**src/hw/rtl/kfd_pkg.sv**
```systemverilog
// shared types and constants for the kiss frame decoder
package kfd_pkg;

	localparam logic [7:0] FEND  = 8'hC0;
	localparam logic [7:0] FESC  = 8'hDB;
	localparam logic [7:0] TFEND = 8'hDC;
	localparam logic [7:0] TFESC = 8'hDD;
	localparam logic [7:0] CMD_DATA = 8'h00;

	localparam logic [9:0] CAP_RESET = 10'd512;

	localparam int Q_DEPTH = 4;

	typedef enum logic [1:0] {
		PH_SKIP  = 2'd0,
		PH_DATA  = 2'd1,
		PH_OTHER = 2'd2
	} phase_t;

	typedef enum logic [1:0] {
		ST_OK    = 2'd0,
		ST_OTHER = 2'd1,
		ST_BAD   = 2'd2
	} status_t;

	// one entry of work for the back end: an optional data byte and an optional status
	typedef struct packed {
		logic       has_data;
		logic [7:0] data;
		logic       has_status;
		status_t    status;
		logic [7:0] command;
		logic [9:0] length;
	} op_t;

endpackage

```
**src/hw/rtl/kiss_frame_decoder_unit.sv**
```systemverilog
// kiss frame decoder top level: front end, work queue and output back end
// throughput: one input byte per cycle while the queue has room; a byte that ends
//   a frame and also yields a data byte gives two output items (data, then status)
// path: a byte's result is written into the work queue, then loaded into the output register
// the four-entry queue keeps the input side running while a result waits on m_tready
// reset: arst_n clears frame state and queue, out_capacity returns to 512
module kiss_frame_decoder_unit #(
	parameter int MAX_FRAME = 512
) (
	input  logic        clk,
	input  logic        arst_n,
	input  logic        cfg_we,
	input  logic [9:0]  cfg_wdata,   // out_capacity
	input  logic        s_tvalid,
	output logic        s_tready,
	input  logic [7:0]  s_tdata,     // [7:0] in_byte
	input  logic        s_tlast,     // frame_end
	output logic        m_tvalid,
	input  logic        m_tready,
	output logic [31:0] m_tdata,     // [7:0] out_byte, [9:8] status, [17:10] command,
	                                 // [27:18] length, rest zero
	output logic        m_tlast      // is_status
);
	import kfd_pkg::*;

	logic q_full;
	logic q_empty;
	logic q_push;
	logic q_pop;
	op_t  q_op;
	op_t  q_head;

	kfd_front #(
		.MAX_FRAME(MAX_FRAME)
	) u_front (
		.clk       (clk),
		.arst_n    (arst_n),
		.cfg_we    (cfg_we),
		.cfg_wdata (cfg_wdata),
		.s_tvalid  (s_tvalid),
		.s_tready  (s_tready),
		.s_tdata   (s_tdata),
		.s_tlast   (s_tlast),
		.q_full    (q_full),
		.q_push    (q_push),
		.q_op      (q_op)
	);

	kfd_queue u_queue (
		.clk     (clk),
		.arst_n  (arst_n),
		.push    (q_push),
		.push_op (q_op),
		.pop     (q_pop),
		.full    (q_full),
		.empty   (q_empty),
		.head    (q_head)
	);

	kfd_back u_back (
		.clk      (clk),
		.arst_n   (arst_n),
		.q_empty  (q_empty),
		.q_head   (q_head),
		.q_pop    (q_pop),
		.m_tvalid (m_tvalid),
		.m_tready (m_tready),
		.m_tdata  (m_tdata),
		.m_tlast  (m_tlast)
	);

endmodule

```
**src/hw/rtl/kfd_front.sv**
```systemverilog
// front end: takes raw bytes, tracks frame state, queues data and status work
module kfd_front #(
	parameter int MAX_FRAME = 512
) (
	input  logic          clk,
	input  logic          arst_n,
	input  logic          cfg_we,
	input  logic [9:0]    cfg_wdata,
	input  logic          s_tvalid,
	output logic          s_tready,
	input  logic [7:0]    s_tdata,
	input  logic          s_tlast,
	input  logic          q_full,
	output logic          q_push,
	output kfd_pkg::op_t  q_op
);
	import kfd_pkg::*;

	localparam int BW = $clog2(MAX_FRAME + 2);
	localparam logic [BW-1:0] MAX_B = BW'(MAX_FRAME);

	phase_t        phase_q, phase_d;
	logic [7:0]    cmd_q, cmd_d;
	logic          esc_q, esc_d;
	logic          delim_q, delim_d;
	logic          err_q, err_d;
	logic [BW-1:0] bc_q, bc_d;
	logic [9:0]    oc_q, oc_d;
	logic [9:0]    cap_q;
	logic          want;
	logic [7:0]    want_byte;
	logic          accept;

	assign s_tready = !q_full;
	assign accept   = s_tvalid && s_tready;

	always_ff @(posedge clk or negedge arst_n) begin
		if (!arst_n) begin
			cap_q <= CAP_RESET;
		end else if (cfg_we) begin
			cap_q <= cfg_wdata;
		end
	end

	always_ff @(posedge clk or negedge arst_n) begin
		if (!arst_n) begin
			phase_q <= PH_SKIP;
			cmd_q   <= '0;
			esc_q   <= 1'b0;
			delim_q <= 1'b0;
			err_q   <= 1'b0;
			bc_q    <= '0;
			oc_q    <= '0;
		end else if (accept) begin
			phase_q <= phase_d;
			cmd_q   <= cmd_d;
			esc_q   <= esc_d;
			delim_q <= delim_d;
			err_q   <= err_d;
			bc_q    <= bc_d;
			oc_q    <= oc_d;
		end
	end

	always_comb begin
		phase_d   = phase_q;
		cmd_d     = cmd_q;
		esc_d     = esc_q;
		delim_d   = delim_q;
		err_d     = err_q;
		bc_d      = bc_q;
		oc_d      = oc_q;
		want      = 1'b0;
		want_byte = s_tdata;
		q_op      = '0;

		unique case (phase_q)
			PH_SKIP: begin
				if (s_tdata != FEND) begin
					cmd_d   = s_tdata;
					phase_d = (s_tdata == CMD_DATA) ? PH_DATA : PH_OTHER;
				end
			end
			PH_DATA: begin
				if (!err_q) begin
					if (s_tdata == FEND) begin
						delim_d = 1'b1;
					end else if (delim_q) begin
						err_d = 1'b1;
					end else begin
						// body count saturates one past the limit
						if (bc_q <= MAX_B) begin
							bc_d = bc_q + 1'b1;
						end
						if (bc_q >= MAX_B) begin
							err_d = 1'b1;
						end else if (esc_q) begin
							esc_d = 1'b0;
							if (s_tdata == TFEND) begin
								want      = 1'b1;
								want_byte = FEND;
							end else if (s_tdata == TFESC) begin
								want      = 1'b1;
								want_byte = FESC;
							end else begin
								err_d = 1'b1;
							end
						end else if (s_tdata == FESC) begin
							esc_d = 1'b1;
						end else begin
							want = 1'b1;
						end
					end
				end
			end
			PH_OTHER: begin
			end
			default: begin
			end
		endcase

		// receiving buffer full: drop the byte and mark the frame
		if (want) begin
			if (oc_q >= cap_q) begin
				err_d = 1'b1;
			end else begin
				oc_d          = oc_q + 1'b1;
				q_op.has_data = 1'b1;
				q_op.data     = want_byte;
			end
		end

		if (s_tlast) begin
			q_op.has_status = 1'b1;
			q_op.command    = cmd_d;
			if (phase_d == PH_SKIP) begin
				q_op.status = ST_BAD;
			end else if (phase_d == PH_OTHER) begin
				q_op.status = ST_OTHER;
			end else if (err_d || esc_d) begin
				q_op.status = ST_BAD;
			end else begin
				q_op.status = ST_OK;
				q_op.length = oc_d;
			end
			phase_d = PH_SKIP;
			cmd_d   = '0;
			esc_d   = 1'b0;
			delim_d = 1'b0;
			err_d   = 1'b0;
			bc_d    = '0;
			oc_d    = '0;
		end

		q_push = accept && (q_op.has_data || q_op.has_status);
	end

endmodule

```
**src/hw/rtl/kfd_queue.sv**
```systemverilog
// short fifo of work entries between front and back end
module kfd_queue (
	input  logic          clk,
	input  logic          arst_n,
	input  logic          push,
	input  kfd_pkg::op_t  push_op,
	input  logic          pop,
	output logic          full,
	output logic          empty,
	output kfd_pkg::op_t  head
);
	import kfd_pkg::*;

	localparam int PW = $clog2(Q_DEPTH);

	op_t         mem_q [Q_DEPTH];
	logic [PW-1:0] wr_ptr_q;
	logic [PW-1:0] rd_ptr_q;
	logic [PW:0]   count_q;
	logic          do_push;
	logic          do_pop;

	assign full    = (count_q == (PW+1)'(Q_DEPTH));
	assign empty   = (count_q == '0);
	assign do_push = push && !full;
	assign do_pop  = pop && !empty;
	assign head    = mem_q[rd_ptr_q];

	always_ff @(posedge clk) begin
		if (do_push) begin
			mem_q[wr_ptr_q] <= push_op;
		end
	end

	always_ff @(posedge clk or negedge arst_n) begin
		if (!arst_n) begin
			wr_ptr_q <= '0;
			rd_ptr_q <= '0;
			count_q  <= '0;
		end else begin
			if (do_push) begin
				wr_ptr_q <= wr_ptr_q + 1'b1;
			end
			if (do_pop) begin
				rd_ptr_q <= rd_ptr_q + 1'b1;
			end
			if (do_push && !do_pop) begin
				count_q <= count_q + 1'b1;
			end else if (do_pop && !do_push) begin
				count_q <= count_q - 1'b1;
			end
		end
	end

endmodule

```
**src/hw/rtl/kfd_back.sv**
```systemverilog
// back end: drains work entries into the output register, data before status
module kfd_back (
	input  logic          clk,
	input  logic          arst_n,
	input  logic          q_empty,
	input  kfd_pkg::op_t  q_head,
	output logic          q_pop,
	output logic          m_tvalid,
	input  logic          m_tready,
	output logic [31:0]   m_tdata,
	output logic          m_tlast
);
	import kfd_pkg::*;

	logic        valid_q;
	logic [31:0] data_q;
	logic        last_q;
	logic        data_done_q;
	logic        load;
	logic        send_data;

	assign load      = (!valid_q || m_tready) && !q_empty;
	// the data half of an entry goes out first, the status half on the next request
	assign send_data = q_head.has_data && !data_done_q;
	assign q_pop     = load && !(send_data && q_head.has_status);

	assign m_tvalid = valid_q;
	assign m_tdata  = data_q;
	assign m_tlast  = last_q;

	always_ff @(posedge clk or negedge arst_n) begin
		if (!arst_n) begin
			valid_q     <= 1'b0;
			data_done_q <= 1'b0;
		end else begin
			if (load) begin
				valid_q     <= 1'b1;
				data_done_q <= send_data && q_head.has_status;
			end else if (m_tready) begin
				valid_q <= 1'b0;
			end
		end
	end

	always_ff @(posedge clk) begin
		if (load) begin
			if (send_data) begin
				data_q <= {24'd0, q_head.data};
				last_q <= 1'b0;
			end else begin
				data_q <= {4'd0, q_head.length, q_head.command, q_head.status, 8'd0};
				last_q <= 1'b1;
			end
		end
	end

endmodule

```
**config.mk**
```make
export PLATFORM = sky130hd
export DESIGN_NAME = kiss_frame_decoder_unit
export DESIGN_NICKNAME = d
export VERILOG_FILES = /design/src/hw/rtl/kfd_pkg.sv /design/src/hw/rtl/kiss_frame_decoder_unit.sv /design/src/hw/rtl/kfd_front.sv /design/src/hw/rtl/kfd_queue.sv /design/src/hw/rtl/kfd_back.sv
export SDC_FILE = /design/constraint.sdc
export NUM_CORES = 1
export LEC_CHECK = 0
export ABC_AREA = 0
export BUFFER_PORTS_ARGS = -buffer_cell sky130_fd_sc_hd__buf_2
export CAP_MARGIN = 20
export CORE_ASPECT_RATIO = 1.2
export CORE_MARGIN = 2
export CORE_UTILIZATION = 30
export DETAILED_ROUTE_END_ITERATION = 10
export PLACE_DENSITY = 0.58
export SYNTH_ARGS = -nofsm -noshare
export SYNTH_HDL_FRONTEND = slang
export SYNTH_SLANG_ARGS = --single-unit
```
**constraint.sdc**
```tcl
create_clock -name clk -period 3.4 [get_ports clk]
set_input_delay 0.34 -clock clk [delete_from_list [all_inputs] [get_ports clk]]
set_output_delay 0.34 -clock clk [all_outputs]
set_load 0.02 [all_outputs]
```
==> flow_summary.toml, run 1 <==
[finish]
final_cells = 1085
fin_nets = 726
area.growth.synth_to_final_pct = 18.2
multi_input_area_um2 = 2830
layout-drive-gt1-share_pct = 24.6
seqCellArea_um2 = 5780
fillers = 2754

[worst_setup_path]
crit_path_start_kind = "flop"
path_class = "flop to flop"
crit_required_ns = 3.82
critPathMaxFanout = 8
arrival_ns = 3.46
cp-end-kind = "flop"
rrSetupSlack_ns = 0.37
r2r_cells = 16

[logic_synthesis]
ys_top_cells_by_count = "149 x edfxtp_1, 56 x nand2_1, 51 x dfrtp_1"
synth.distinct_cells = 75
async_flop_share_pct = 25.9
synthesis.area_um2 = 8810
synth-edff-count = 149
yosysSeqAreaShare_pct = 65.5
syn_avg_cell_area_um2 = 14.4
yosysWarnings = 0
synthCells = 611
ys_top_cells_by_area = "edfxtp_1 51%, dfrtp_1 14%, mux4_2 7.4%"
yosysMostFrequentCell = "edfxtp_1"
ys.flop_type = "edfxtp_1"
synth-seq-cells = 201
yosysTopAreaCellShare_pct = 50.8
yosysTopAreaCell = "edfxtp_1"

[clock_network]
cts_setup_buffers = 0
ctsHtreeMaxLevel = 1
numClockSinks = 201
hold_buffers = 0
cts_max_path_buffers = 3
clk_pin_slew_ns = 0.06
cts_resized = 0
root_buffer = "clkbuf_16"
clk_latency_ns = 0.50
cts_tree = "done"
cts_made_buffers = 22

[routing]
drc = 0
drtAntennaViolNets = 0
drt_pass1_iterations = 4
viasPerCell = 4.73
drt_iter0_markers = 368
vias = 5135
wl_per_cell_um = 17.0
routed_wl_mm = 18.4

[grt]
use_met2_pct = 20.9
antenna_found_initial = 2
grt_pass1_vias = 5292
grt_start_max_net_pins = 42
grt_pass1_wl_mm = 29.3
top_usage_layer = "met2"
met3_usage_pct = 2.29
overflow = 0
grt_usage_pct = 12.1
grtUsageMet1_pct = 15.5

[sta]
maxSlewViolCount = 0
slew_headroom_pct = 56.7
fin_crit_ns = 3.03
skew_ns = 0.0101
holdWs_ns = 0.0389
setup_violations = 0
worst_pin_slew_ns = 0.649
fin_crit_sh_pct = 89.2
fmax_mhz = 330
hold_viol_final = 0
rsz0062_at_grt = "false"

[floorplanning]
die_x_um = 160
core_area_um2 = 28800
start_util_pct = 30.6
dieArea_um2 = 30800
ios = 59
rows = 68
die_y_um = 192

[job]
drv_cap = 0

[worst_hold_path]
min_path_cells = 2
hp-class = "input port to flop"

[run_status]
status = "finished clean"

[power_and_ir_drop]
switching_share_pct = 29.2
p_seq_share_pct = 43.7
powerDensity_nw_per_um2 = 761
peakVddDrop_mv = 0.260
p_clk_share_pct = 31.2
p_sw_mw = 2.32
comb_power_share_pct = 25.0
leakage_nw = 3.83
power.internal_mw = 5.62

[place]
port_buffers = 54
dpl.cell_count = 1042
gp_congestion = 0.791
dp_hpwl_mm = 12.1
==> stage by stage <==
step           setup slack [ns]  instance area, µm²  setup TNS, ns  total power, mW  util, %
2_1_floorplan            -0.257                8820         -30.79             4.89        -
3_3_place_gp              0.439                9620              0             5.55     33.4
3_5_place_dp              0.340                9620              0             5.57     33.4
4_1_cts                   0.314               10400              0             8.06     36.0
5_1_grt                   0.146               10400              0             8.35     36.1
6_report                  0.367               10400              0             7.93     36.1
==> worst paths after layout <==
| kind | startpoint | end |
|---|---|---|
| worst max register to register | u_front.oc_q[0] | u_queue.count_q[2] |
| worst max-delay path | u_front.oc_q[0] | u_queue.count_q[2] |
| max in group asynchronous | arst_n | u_front.cap_q[9] |
| worst min register to register | u_front.cmd_q[3] | u_front.cmd_q[3] |
| min in group asynchronous | arst_n | u_front.bc_q[6] |
| worst min-delay path | m_tready | u_back.m_tvalid |
==> per-layer routing <==
layer | vias to the layer above | routed length (µm)
met3 | 27 | 889
met5 | - | 13
met1 | 2567 | 8180
li1 | 2427 | -
met4 | 2 | 299
met2 | 112 | 9010
==> power by group through the flow <==
stage / registers [mW] / logic (mW) / clock network (mW)
2_1_floorplan: 3.68 / 1.21 / 0
4_1_cts: 3.48 / 2.04 / 2.53
3_5_place_dp: 3.53 / 2.04 / 0
6_report: 3.47 / 1.99 / 2.48
3_3_place_gp: 3.52 / 2.03 / 0
5_1_grt: 3.53 / 2.18 / 2.64
==> area by class of cell <==
type / instances / area share, %
diodes: 1 / 0.0240
clock buffers: 29 / 5.93
clock inverters: 11 / 1.39
inverters: 24 / 0.865
multi-input cells: 362 / 27.2
flip-flops and latches: 201 / 55.5
well taps: 385 / 4.62
repair buffers: 72 / 4.52
==> state kept, by name, indices dropped and copies added, names as in the netlist <==
signal	flops
u_front.phase_q	2
u_front.cmd_q	8
u_queue.count_q	3
u_front.esc_q	1
u_front.oc_q	10
u_back.m_tvalid	1
u_queue.mem_q	120
u_queue.wr_ptr_q	2
u_back.m_tlast	1
u_front.delim_q	1
u_front.cap_q	10
u_front.err_q	1
u_front.bc_q	10
u_back.m_tdata	28
u_back.data_done_q	1
u_queue.rd_ptr_q	2
==> placed cells by master, fill, tap and decap left out, drive strengths merged, types with 3 or more instances in the layout <==
cell type / instances
a211oi: 5
a21boi: 5
a21o: 3
a21oi: 22
a31oi: 5
and2: 32
and3: 11
buf: 71
bufinv: 3
clkbuf: 29
clkinv: 5
conb: 4
dfrtp: 51
edfxtp: 149
ha: 18
inv: 25
mux2: 3
mux2i: 4
mux4: 29
nand2: 59
nand3: 8
nand4: 7
nor2: 35
nor2b: 6
nor3: 7
nor3b: 4
nor4: 3
o211ai: 3
o21ai: 33
or3: 8
xnor2: 7
xor2: 11
==> cells by family after synthesis <==
| group | synth area share (%) |
|---|---|
| buffers and inverters | 2.68 |
| multiplexers | 8.25 |
| AND/OR/NAND/NOR | 11.8 |
| AO/OA/AOI/OAI | 7.10 |
| adder cells (fa/ha/maj) | 2.78 |
| other | 0.0425 |
| flip-flops | 65.5 |
| XOR/XNOR | 1.79 |
==> worst max-delay path, stage by stage, from the launching register on <==
cell and delay (ns):
dfrtp_1 0.43, inv_1 0.08, ha_1 0.26, nand2b_1 0.13
a211oi_1 0.26, nor3_1 0.12, nor3_4 0.21, nand2_2 0.08
inv_2 0.08, o21ai_4 0.10, inv_1 0.09, ha_1 0.17
inv_1 0.07, fa_1 0.43, xor2_1 0.17, nor2_1 0.11
xor2_1 0.15
Note: power is estimated with default switching activity, not from simulation.
==> run 2: changes to the inputs <==
MAX_ROUTING_LAYER = met4   (was default)
==> run 2 against run 1 <==
Net effect: routed wire length is 0.32% lower; non-clock buffer count unchanged; combinational power about the same; critical path depth stayed put; core utilization about the same; cell area about the same; via count is 0.62% lower; power is essentially flat; critical path type unchanged; largest power group unchanged; highest routed layer is now met4.
==> flow_summary.toml, run 2 (synthesis results as in run 1) <==
[place]
port_buffers = 54
post_dp_cell_area_um2 = 9620
gp_congestion = 0.802
dp_hpwl_mm = 12.1

[worst_hold_path]
min_path_cells = 2
hp-class = "input port to flop"

[clock_network]
ctsHtreeMaxLevel = 1
cts_made_buffers = 22
clk_latency_ns = 0.50
cts_setup_buffers = 0
clk_pin_slew_ns = 0.06
numClockSinks = 201
cts_max_path_buffers = 3
cts_resized = 0
root_buffer = "clkbuf_16"
hold_buffers = 0
cts_tree = "done"

[worst_setup_path]
path_class = "flop to flop"
crit_required_ns = 3.82
critPathMaxFanout = 8
arrival_ns = 3.46
cp-end-kind = "flop"
worst_path_max_delay_cell = "dfrtp_1"
cp_cell_sequence = "inv_1 > ha_1 > nand2b_1 > a211oi_1 > nor3_1 > nor3_4 > nand2_2 > inv_2 > o21ai_4 > inv_1 > ha_1 > inv_1 > fa_1 > xor2_1 > nor2_1 > xor2_1"
worst_path_largest_cell_delay_ns = 0.44
crit_path_start_kind = "flop"
r2r_cells = 16
cpMostUsedCell = "inv_1"

[sta]
fin_crit_sh_pct = 89.4
worst_pin_slew_ns = 0.647
skew_ns = 0.0102
fin_setup_tns_ns = 0
slew_headroom_pct = 56.9
fin_crit_ns = 3.04
hold_viol_final = 0
rsz0062_at_grt = "false"
setup_violations = 0
maxSlewViolCount = 0
fmax_mhz = 329

[grt]
grt_usage_pct = 12.4
grt_pass1_vias = 5298
antenna_found_initial = 2
grt_start_max_net_pins = 42
grt_pass1_wl_mm = 29.3
overflow = 0

[job]
drv_cap = 0

[finish]
top_register = "u_queue.mem_q"
layout-drive-gt1-share_pct = 24.6
finalInstanceArea_um2 = 10400
fillers = 2754
fin_nets = 726
largest_reg_flops = 120
post-route-util_pct = 36.1
area.growth.synth_to_final_pct = 18.2
final_common_cell = "edfxtp_1"
layout_common_cells = "149 x edfxtp_1, 56 x nand2_1, 54 x buf_2, 50 x dfrtp_1, 35 x nor2_1"

[floorplanning]
ios = 59
rows = 68
die_y_um = 192
start_util_pct = 30.6
core_area_um2 = 28800
dieArea_um2 = 30800
die_x_um = 160

[run_status]
status = "finished clean"

[routing]
drc = 0
routed_wl_mm = 18.3
drt_iter0_markers = 407
drt_pass1_iterations = 4
drtAntennaViolNets = 0
wl_per_cell_um = 16.9
viasPerCell = 4.70
vias = 5103

[power_and_ir_drop]
leakage_nw = 3.83
peakVddDrop_mv = 0.261
powerDensity_nw_per_um2 = 761
run 2: metrics by stage:
step / setup slack [ns] / power (mW) / hold slack [ns] / cells
after floorplan: -0.257 / 4.89 / 0.0444 / 614
after global placement: 0.439 / 5.55 / 0.464 / 1042
after detailed placement: 0.340 / 5.57 / 0.473 / 1042
after CTS: 0.314 / 8.06 / 0.0262 / 1082
after global routing: 0.147 / 8.35 / 0.0437 / 1086
final: 0.361 / 7.93 / 0.0399 / 1086
run 2: final timing paths:
| kind | from | end | slack [ns] |
|---|---|---|---|
| max | u_front.oc_q[0] | u_queue.count_q[2] | 0.36 |
| min | m_tready | u_back.m_tvalid | 0.04 |
| max reg2reg | u_front.oc_q[0] | u_queue.count_q[2] | 0.36 |
| min reg2reg | u_front.cmd_q[3] | u_front.cmd_q[3] | 0.49 |
| max in group asynchronous | arst_n | u_front.cap_q[9] | 2.46 |
| min in group asynchronous | arst_n | u_front.bc_q[6] | 0.19 |
run 2: cell type report:
type / instances / area [µm²] / area share (%)
flip-flops and latches: 201 / 5780 / 55.4
multi-input cells: 362 / 2830 / 27.2
clock buffers: 29 / 618 / 5.93
well taps: 385 / 482 / 4.62
repair buffers: 72 / 470 / 4.51
clock inverters: 11 / 145 / 1.39
inverters: 24 / 90.1 / 0.864
diodes: 2 / 5.00 / 0.0480
run 2: critical path, delay by kind of cell, from the launching register on:
| family | cells | cell delay, ns |
|---|---|---|
| flops | 1 | 0.44 |
| buf+inv | 4 | 0.33 |
| compound gates | 2 | 0.36 |
| fa+ha+maj | 3 | 0.87 |
| simple gates | 5 | 0.65 |
| xor+xnor | 2 | 0.32 |
run 2: per-layer routing:
layer | vias up | part of all wire [%] | track usage [%]
met5 | - | 0 | -
met4 | 0 | 1.4 | 3.33
met3 | 23 | 5.1 | 2.20
met2 | 115 | 49 | 20.9
met1 | 2537 | 45 | 15.6
li1 | 2428 | - | -
run 2: report_power, final:
group | internal, mW | total (mW) | switching [mW]
clock | 1.52 | 2.47 | 0.957
combinational | 0.860 | 1.98 | 1.12
sequential | 3.24 | 3.47 | 0.227
